**src/rtl/rlgf_pkg.sv**
```systemverilog
// shared constants and types for the rgb linear gradient fill block
package rlgf_pkg;

	localparam int POS_W     = 6;
	localparam int COL_W     = 8;
	localparam int ACC_W     = 16;
	localparam int FRAC_SH   = 7;
	localparam int DIV_W     = COL_W + FRAC_SH;
	localparam int SPAN_W    = POS_W;
	localparam int DIV_STEPS = DIV_W;
	localparam int CNT_W     = $clog2(DIV_STEPS + 1);
	localparam int NUM_CHAN  = 3;
	localparam int CHAN_W    = $clog2(NUM_CHAN);

	// operands for one signed division, given as magnitude and sign
	typedef struct packed {
		logic [DIV_W-1:0]  mag;
		logic [SPAN_W-1:0] divisor;
		logic              neg;
	} div_req_t;

	typedef struct packed {
		logic             done;
		logic [ACC_W-1:0] quot;
	} div_rsp_t;

endpackage

```
**src/rtl/rlgf_if.sv**
```systemverilog
// command and pixel channel interfaces
interface rlgf_cmd_if;
	logic                       valid;
	logic                       ready;
	logic [rlgf_pkg::POS_W-1:0] start_pos;
	logic [rlgf_pkg::COL_W-1:0] start_red;
	logic [rlgf_pkg::COL_W-1:0] start_green;
	logic [rlgf_pkg::COL_W-1:0] start_blue;
	logic [rlgf_pkg::POS_W-1:0] end_pos;
	logic [rlgf_pkg::COL_W-1:0] end_red;
	logic [rlgf_pkg::COL_W-1:0] end_green;
	logic [rlgf_pkg::COL_W-1:0] end_blue;

	modport source (
		output valid, start_pos, start_red, start_green, start_blue,
		output end_pos, end_red, end_green, end_blue,
		input  ready
	);
	modport sink (
		input  valid, start_pos, start_red, start_green, start_blue,
		input  end_pos, end_red, end_green, end_blue,
		output ready
	);
endinterface

interface rlgf_pix_if;
	logic                       valid;
	logic                       ready;
	logic [rlgf_pkg::POS_W-1:0] pixel_index;
	logic [rlgf_pkg::COL_W-1:0] pixel_red;
	logic [rlgf_pkg::COL_W-1:0] pixel_green;
	logic [rlgf_pkg::COL_W-1:0] pixel_blue;
	logic                       run_last;

	modport source (
		output valid, pixel_index, pixel_red, pixel_green, pixel_blue, run_last,
		input  ready
	);
	modport sink (
		input  valid, pixel_index, pixel_red, pixel_green, pixel_blue, run_last,
		output ready
	);
endinterface

```
**src/rtl/rgb_linear_gradient_fill.sv**
```systemverilog
// rgb linear gradient fill: one command in, one pixel out per position of the run
// sequence: take the command, then the per-channel steps in turn for the three channels
// on the shared 15-step divider, then the pixels of the run,
// one pixel per cycle while the sink is ready
// the command channel is not ready until the last pixel of a run is taken
// arst_n clears the sequencer to idle; datapath registers are not reset
module rgb_linear_gradient_fill #(
	parameter int PIXELS = 64
) (
	input  logic        clk,
	input  logic        arst_n,
	rlgf_cmd_if.sink    cmd,
	rlgf_pix_if.source  pix
);

	localparam logic [rlgf_pkg::POS_W-1:0] MAX_POS = rlgf_pkg::POS_W'(PIXELS - 1);

	localparam logic [1:0] S_IDLE     = 2'd0;
	localparam logic [1:0] S_DIV_GO   = 2'd1;
	localparam logic [1:0] S_DIV_WAIT = 2'd2;
	localparam logic [1:0] S_EMIT     = 2'd3;

	logic [1:0] state_q;
	logic [rlgf_pkg::CHAN_W-1:0] chan_q;

	logic [rlgf_pkg::POS_W-1:0]  pos_q;
	logic [rlgf_pkg::POS_W-1:0]  hi_q;
	logic [rlgf_pkg::SPAN_W-1:0] span_q;
	logic [rlgf_pkg::COL_W-1:0]  lo_col_q [rlgf_pkg::NUM_CHAN];
	logic [rlgf_pkg::COL_W-1:0]  hi_col_q [rlgf_pkg::NUM_CHAN];
	logic [rlgf_pkg::ACC_W-1:0]  acc_q    [rlgf_pkg::NUM_CHAN];
	logic [rlgf_pkg::ACC_W-1:0]  step_q   [rlgf_pkg::NUM_CHAN];

	logic [rlgf_pkg::POS_W-1:0]  sp_c, ep_c, lo_pos_c, hi_pos_c;
	logic                        swap_c;
	logic [rlgf_pkg::COL_W-1:0]  s_col_c [rlgf_pkg::NUM_CHAN];
	logic [rlgf_pkg::COL_W-1:0]  e_col_c [rlgf_pkg::NUM_CHAN];

	logic [rlgf_pkg::COL_W-1:0]  col_a, col_b, diff_mag;
	logic                        diff_neg;

	logic                        cmd_fire;
	logic                        pix_fire;
	logic                        div_start;
	rlgf_pkg::div_req_t          div_req;
	rlgf_pkg::div_rsp_t          div_rsp;

	function automatic logic [rlgf_pkg::POS_W-1:0] clamp_pos(
		input logic [rlgf_pkg::POS_W-1:0] p
	);
		return (p > MAX_POS) ? MAX_POS : p;
	endfunction

	always_comb begin
		sp_c       = clamp_pos(cmd.start_pos);
		ep_c       = clamp_pos(cmd.end_pos);
		swap_c     = ep_c < sp_c;
		lo_pos_c   = swap_c ? ep_c : sp_c;
		hi_pos_c   = swap_c ? sp_c : ep_c;
		s_col_c[0] = cmd.start_red;
		s_col_c[1] = cmd.start_green;
		s_col_c[2] = cmd.start_blue;
		e_col_c[0] = cmd.end_red;
		e_col_c[1] = cmd.end_green;
		e_col_c[2] = cmd.end_blue;
	end

	// operands for the channel now on the divider
	always_comb begin
		col_a    = lo_col_q[chan_q];
		col_b    = hi_col_q[chan_q];
		diff_neg = col_b < col_a;
		diff_mag = diff_neg ? (col_a - col_b) : (col_b - col_a);
		div_req.mag     = {diff_mag, rlgf_pkg::FRAC_SH'(0)};
		div_req.divisor = span_q;
		div_req.neg     = diff_neg;
	end

	assign cmd_fire  = cmd.valid && cmd.ready;
	assign pix_fire  = pix.valid && pix.ready;
	assign div_start = (state_q == S_DIV_GO);

	rlgf_div u_div (
		.clk    (clk),
		.arst_n (arst_n),
		.start  (div_start),
		.req    (div_req),
		.rsp    (div_rsp)
	);

	always_ff @(posedge clk or negedge arst_n) begin
		if (!arst_n) begin
			state_q <= S_IDLE;
			chan_q  <= '0;
		end else begin
			unique case (state_q)
				S_IDLE: begin
					if (cmd_fire) begin
						chan_q  <= '0;
						state_q <= S_DIV_GO;
					end
				end
				S_DIV_GO: begin
					state_q <= S_DIV_WAIT;
				end
				S_DIV_WAIT: begin
					if (div_rsp.done) begin
						if (chan_q == rlgf_pkg::CHAN_W'(rlgf_pkg::NUM_CHAN - 1)) begin
							state_q <= S_EMIT;
						end else begin
							chan_q  <= chan_q + 1'b1;
							state_q <= S_DIV_GO;
						end
					end
				end
				S_EMIT: begin
					if (pix_fire && pix.run_last) begin
						state_q <= S_IDLE;
					end
				end
				default: state_q <= S_IDLE;
			endcase
		end
	end

	always_ff @(posedge clk) begin
		if (cmd_fire) begin
			pos_q  <= lo_pos_c;
			hi_q   <= hi_pos_c;
			span_q <= (hi_pos_c == lo_pos_c) ? rlgf_pkg::SPAN_W'(1) : (hi_pos_c - lo_pos_c);
			for (int c = 0; c < rlgf_pkg::NUM_CHAN; c++) begin
				lo_col_q[c] <= swap_c ? e_col_c[c] : s_col_c[c];
				hi_col_q[c] <= swap_c ? s_col_c[c] : e_col_c[c];
				acc_q[c]    <= {(swap_c ? e_col_c[c] : s_col_c[c]), 8'h00};
			end
		end else if (pix_fire) begin
			pos_q <= pos_q + 1'b1;
			for (int c = 0; c < rlgf_pkg::NUM_CHAN; c++) begin
				acc_q[c] <= acc_q[c] + step_q[c];
			end
		end
		// the step is the quotient doubled, modulo 2^16
		if (state_q == S_DIV_WAIT && div_rsp.done) begin
			step_q[chan_q] <= {div_rsp.quot[rlgf_pkg::ACC_W-2:0], 1'b0};
		end
	end

	assign cmd.ready       = (state_q == S_IDLE);
	assign pix.valid       = (state_q == S_EMIT);
	assign pix.pixel_index = pos_q;
	assign pix.pixel_red   = acc_q[0][rlgf_pkg::ACC_W-1 -: rlgf_pkg::COL_W];
	assign pix.pixel_green = acc_q[1][rlgf_pkg::ACC_W-1 -: rlgf_pkg::COL_W];
	assign pix.pixel_blue  = acc_q[2][rlgf_pkg::ACC_W-1 -: rlgf_pkg::COL_W];
	assign pix.run_last    = (pos_q == hi_q);

endmodule

```
**src/rtl/rlgf_div.sv**
```systemverilog
// iterative restoring divider, one quotient bit per cycle, signed result
module rlgf_div (
	input  logic               clk,
	input  logic               arst_n,
	input  logic               start,
	input  rlgf_pkg::div_req_t req,
	output rlgf_pkg::div_rsp_t rsp
);

	logic [rlgf_pkg::DIV_W-1:0]  work_q;
	logic [rlgf_pkg::SPAN_W-1:0] rem_q;
	logic [rlgf_pkg::SPAN_W-1:0] divisor_q;
	logic                        neg_q;
	logic [rlgf_pkg::CNT_W-1:0]  cnt_q;
	logic                        busy_q;
	logic                        done_q;

	logic [rlgf_pkg::SPAN_W:0]   trial;
	logic                        ge;
	logic [rlgf_pkg::SPAN_W:0]   rem_n;
	logic [rlgf_pkg::ACC_W-1:0]  mag_ext;

	always_comb begin
		trial = {rem_q, work_q[rlgf_pkg::DIV_W-1]};
		ge    = trial >= {1'b0, divisor_q};
		rem_n = ge ? (trial - {1'b0, divisor_q}) : trial;
	end

	always_ff @(posedge clk or negedge arst_n) begin
		if (!arst_n) begin
			busy_q <= 1'b0;
			done_q <= 1'b0;
			cnt_q  <= '0;
		end else begin
			done_q <= 1'b0;
			if (start) begin
				busy_q <= 1'b1;
				cnt_q  <= rlgf_pkg::CNT_W'(rlgf_pkg::DIV_STEPS);
			end else if (busy_q) begin
				cnt_q <= cnt_q - 1'b1;
				if (cnt_q == rlgf_pkg::CNT_W'(1)) begin
					busy_q <= 1'b0;
					done_q <= 1'b1;
				end
			end
		end
	end

	// datapath, no reset needed
	always_ff @(posedge clk) begin
		if (start) begin
			work_q    <= req.mag;
			rem_q     <= '0;
			divisor_q <= req.divisor;
			neg_q     <= req.neg;
		end else if (busy_q) begin
			work_q <= {work_q[rlgf_pkg::DIV_W-2:0], ge};
			rem_q  <= rem_n[rlgf_pkg::SPAN_W-1:0];
		end
	end

	// remainder stays below the divisor, so its top bit is dropped safely
	assign mag_ext  = rlgf_pkg::ACC_W'(work_q);
	assign rsp.done = done_q;
	assign rsp.quot = neg_q ? (rlgf_pkg::ACC_W'(0) - mag_ext) : mag_ext;

endmodule
```
**src/flat_wrapper.sv**
```systemverilog
// flat-port wrapper written by rule: the top's interface ports become plain ports
module rgb_linear_gradient_fill_flat 
#(
	parameter int PIXELS = 64
)
  (clk, arst_n, cmd_valid, cmd_start_pos, cmd_start_red, cmd_start_green, cmd_start_blue, cmd_end_pos, cmd_end_red, cmd_end_green, cmd_end_blue, cmd_ready, pix_valid, pix_pixel_index, pix_pixel_red, pix_pixel_green, pix_pixel_blue, pix_run_last, pix_ready);
  rlgf_cmd_if cmd_i ();
  rlgf_pix_if pix_i ();
  input  logic clk;
  input  logic arst_n;
  input wire logic [$bits(cmd_i.valid)-1:0] cmd_valid;
  input wire logic [$bits(cmd_i.start_pos)-1:0] cmd_start_pos;
  input wire logic [$bits(cmd_i.start_red)-1:0] cmd_start_red;
  input wire logic [$bits(cmd_i.start_green)-1:0] cmd_start_green;
  input wire logic [$bits(cmd_i.start_blue)-1:0] cmd_start_blue;
  input wire logic [$bits(cmd_i.end_pos)-1:0] cmd_end_pos;
  input wire logic [$bits(cmd_i.end_red)-1:0] cmd_end_red;
  input wire logic [$bits(cmd_i.end_green)-1:0] cmd_end_green;
  input wire logic [$bits(cmd_i.end_blue)-1:0] cmd_end_blue;
  output wire logic [$bits(cmd_i.ready)-1:0] cmd_ready;
  output wire logic [$bits(pix_i.valid)-1:0] pix_valid;
  output wire logic [$bits(pix_i.pixel_index)-1:0] pix_pixel_index;
  output wire logic [$bits(pix_i.pixel_red)-1:0] pix_pixel_red;
  output wire logic [$bits(pix_i.pixel_green)-1:0] pix_pixel_green;
  output wire logic [$bits(pix_i.pixel_blue)-1:0] pix_pixel_blue;
  output wire logic [$bits(pix_i.run_last)-1:0] pix_run_last;
  input wire logic [$bits(pix_i.ready)-1:0] pix_ready;
  assign cmd_i.valid = cmd_valid;
  assign cmd_i.start_pos = cmd_start_pos;
  assign cmd_i.start_red = cmd_start_red;
  assign cmd_i.start_green = cmd_start_green;
  assign cmd_i.start_blue = cmd_start_blue;
  assign cmd_i.end_pos = cmd_end_pos;
  assign cmd_i.end_red = cmd_end_red;
  assign cmd_i.end_green = cmd_end_green;
  assign cmd_i.end_blue = cmd_end_blue;
  assign cmd_ready = cmd_i.ready;
  assign pix_valid = pix_i.valid;
  assign pix_pixel_index = pix_i.pixel_index;
  assign pix_pixel_red = pix_i.pixel_red;
  assign pix_pixel_green = pix_i.pixel_green;
  assign pix_pixel_blue = pix_i.pixel_blue;
  assign pix_run_last = pix_i.run_last;
  assign pix_i.ready = pix_ready;
  rgb_linear_gradient_fill #(.PIXELS(PIXELS)) u_core (.clk(clk), .arst_n(arst_n), .cmd(cmd_i), .pix(pix_i));
endmodule
```
**config.mk**
```make
export PLATFORM = sky130hd
export DESIGN_NAME = rgb_linear_gradient_fill_flat
export DESIGN_NICKNAME = d
export VERILOG_FILES = /design/src/rtl/rlgf_pkg.sv /design/src/rtl/rlgf_if.sv /design/src/rtl/rgb_linear_gradient_fill.sv /design/src/rtl/rlgf_div.sv /design/src/flat_wrapper.sv
export SDC_FILE = /design/constraint.sdc
export NUM_CORES = 1
export LEC_CHECK = 0
export BUFFER_PORTS_ARGS = -buffer_cell sky130_fd_sc_hd__buf_2
export CORE_UTILIZATION = 65
export DETAILED_ROUTE_END_ITERATION = 10
export PLACE_DENSITY = 0.86
export SLEW_MARGIN = 20
export SYNTH_ARGS = -nofsm -noshare
export SYNTH_HDL_FRONTEND = slang
export SYNTH_SLANG_ARGS = --single-unit
```
**constraint.sdc**
```tcl
create_clock -name clk -period 6.2 [get_ports clk]
set_input_delay 0.31 -clock clk [delete_from_list [all_inputs] [get_ports clk]]
set_output_delay 0.31 -clock clk [all_outputs]
set_load 0.02 [all_outputs]
```
==> metrics.txt <==
status=completed; 1st-iter DRT viols=about 660; CTS tree=built; Pre-antenna DRT Iters=6; Placer Congestion=~0.95; Reg2Reg Setup Slack=2.11 ns; Final TNS setup=0 ns; die area=18300 um2; Clock Skews=0.00759 ns; vias in the first global route=8326; CP Capture Type=flip-flop; synthesized flop and latch total=approximately 190; Mapped Area=11500 um2; Die X=135 um; yosys warns=0; commonest cells after routing, fill and taps aside=edfxtp_1, buf_2, nand2_1, ha_1, nor2_1; Area Overhead vs Synth=9.45%; Vias=8431; post-DR wirelength/cell=roughly 19 um; Crit path required time=6.38 ns; R2R Path End=u_core.u_div.work_q[11]; ys flop type=edfxtp_1; Nets=around 1.3k; max_cap viols=0; Slew @ Worst Pin=1.06 ns; Syn Nets=1195; hold_sp=cmd_start_green[0]; share of the synthesized area in the top cell type=0.445; Yosys cell types=64; Cell Pwr Density=371 nW/um2; routed wire length=26100 um; Final Setup Violations=0; Reg power frac=0.412; Peak Freq=245 MHz; Overall Global Routing Usage=0.301; startpoint types=flip-flop; hold depth=2; Hold Path Class=in2reg; register area share after synthesis=0.489; Clock Pin Slew Worst Setup and Hold Paths=0.07 ns; leakage=5.14 nW; htree depth=4; EDFF count, synth=around 170; reg2reg start=u_core.chan_q[0]; Num CTS Buffers=17; crit path kind=reg2reg; Comb power frac=0.338; Clock Power Share=0.250; CTS Sinks=194; design internal power=3.04 mW; Hold Fails Final Rpt=0; fin crit share=0.659; DIE HEIGHT=135 um; final period demand of the worst path=~4.1 ns; Clk Tree Root Cell=clkbuf_16; Max VDD drop=0.241 mV; Starting Density=0.667; largest net degree at the start of global routing=64; I/O pin total=97; diode count=0; first-pass GRT wire length=a little over 40000 um; Final Power=4.68 mW; antenna viol nets, final=0; filler cell count=1165; post-DP HPWL=approximately 19000 um; worst-path fanout max=19; Final Core Density=0.730; R2R cell count=12; cell count after synthesis=~1.0k; RSZ-0062 raised after global routing=false; hold endpoint=u_core.hi_col_q[1][0]; switching power=1.64 mW; sw frac=0.350; initial antenna violation count=0; remaining global-route overflow=0; post-synthesis async set-or-reset flop share=0.0515; Avg Vias per Cell=6.27; cell taking the most area after synthesis=edfxtp_1; Syn Area/Cell=11.0 um2; relative slew slack=0.291; row count=48; ratio of cells with drive above 1 in the final layout=0.170; number of port buffers=96; Slew Limit Fails=0; Skew-Pair Late Insertion Delay=0.44 ns; critical path arrival=4.27 ns; CTS Buffer Depth=2; DR DRC count=0; most common cell after layout, fill and taps aside=edfxtp_1; synth top area cells=edfxtp_1, ha_1, mux2_2; Core Area=17300 um2
==> worst max-delay path, stage by stage (launching register included) <==
cell and delay, ns:
dfrtp_1 1.00, mux2i_1 0.27, o21a_1 0.16, inv_1 0.05
ha_1 0.42, a2111oi_0 0.67, and2_1 0.29, a21oi_1 0.20
inv_1 0.25, a21oi_1 0.09, a21oi_1 0.19, xor2_1 0.15
o21ai_0 0.08
==> repair_timing <==
item / 4_1_cts / 5_1_grt
gates resized for setup: 0 / 0
hold endpoints to repair: 10 / 0
hold buffers: 1 / 0
buffers inserted: 0 / 0
==> power groups by stage <==
stage / Sequential [mW] / Clock [mW] / Combinational, mW
final: 1.93 / 1.17 / 1.59
after global routing: 1.95 / 1.22 / 1.75
after CTS: 1.92 / 1.17 / 1.57
after detailed placement: 1.95 / 0 / 1.55
after global placement: 1.94 / 0 / 1.48
after floorplan: 1.87 / 0 / 1.25
==> routing by layer <==
metal	global-route usage	share of wire
met5	0	0
met1	0.369	0.40
met4	0.151	0.043
met2	0.497	0.49
met3	0.0711	0.075
==> worst max path at each step <==
| stage | from | endpoint | slack (ns) | cells after the start |
|---|---|---|---|---|
| after floorplan | u_core.chan_q[0] | u_core.u_div.work_q[11] | 2.55 | 14 |
| after global placement | u_core.chan_q[0] | u_core.u_div.work_q[11] | 2.36 | 12 |
| after detailed placement | u_core.chan_q[0] | u_core.u_div.work_q[11] | 2.16 | 12 |
| after CTS | u_core.chan_q[0] | u_core.u_div.work_q[11] | 2.18 | 12 |
| after global routing | u_core.chan_q[0] | u_core.u_div.work_q[13] | 1.71 | 12 |
| final | u_core.chan_q[0] | u_core.u_div.work_q[11] | 2.11 | 12 |
==> through the flow <==
stage / worst slack [ns] / instances / hold slack [ns] / instance area, um2
2_1_floorplan: 2.55 / 1049 / 0.0144 / 11500
3_3_place_gp: 2.36 / 1312 / 0.192 / 12000
3_5_place_dp: 2.16 / 1312 / 0.195 / 12000
4_1_cts: 2.18 / 1345 / 0.169 / 12600
5_1_grt: 1.71 / 1345 / 0.173 / 12600
6_report: 2.11 / 1345 / 0.183 / 12600
==> kinds of logic (layout without fill, tap and decap cells) <==
| kind of cell | after synthesis | count (layout) | share of synthesized area |
|---|---|---|---|
| XOR/XNOR | 67 | 67 | 0.0508 |
| multiplexers | 88 | 88 | 0.0823 |
| adder cells (fa/ha/maj) | 84 | 84 | 0.0945 |
| flip-flops | 194 | 194 | 0.489 |
| AND/OR/NAND/NOR | 265 | 265 | 0.109 |
| AO/OA/AOI/OAI | 230 | 230 | 0.125 |
| buffers and inverters | 121 | 192 | 0.0486 |
==> synthesized netlist by cell type (15+ instances only) <==
cell type	number
nor3_1	22
nor2_1	68
o21a_1	24
xor2_1	23
a21oi_1	67
mux2i_1	36
mux2_2	51
nand2_1	79
ha_1	76
nand3_1	22
xnor2_1	44
buf_4	24
edfxtp_1	171
clkbuf_1	27
inv_1	56
nor2b_1	15
o21ai_0	63
==> cell type report <==
class | count | area [um2] | share of cell area
Clock buffer | 20 | 437 | 0.0346
Clock inverter | 12 | 180 | 0.0143
Inverter | 57 | 214 | 0.0169
Multi-Input combinational cell | 734 | 5340 | 0.423
Sequential cell | 194 | 5650 | 0.447
Tap cell | 225 | 282 | 0.0223
Timing Repair Buffer | 103 | 536 | 0.0424
==> state kept, by name, summed over array words and instances (netlist names) <==
name	count
u_core.acc_q	45
u_core.hi_q	6
u_core.u_div.rem_q	6
u_core.u_div.done_q	1
u_core.step_q	45
u_core.u_div.cnt_q	4
u_core.hi_col_q	24
u_core.u_div.busy_q	1
u_core.u_div.divisor_q	6
u_core.lo_col_q	24
u_core.state_q	2
u_core.span_q	6
u_core.chan_q	2
u_core.u_div.neg_q	1
u_core.pix.pixel_index	6
u_core.u_div.work_q	15
Note: power is estimated with default switching activity, not from simulation.
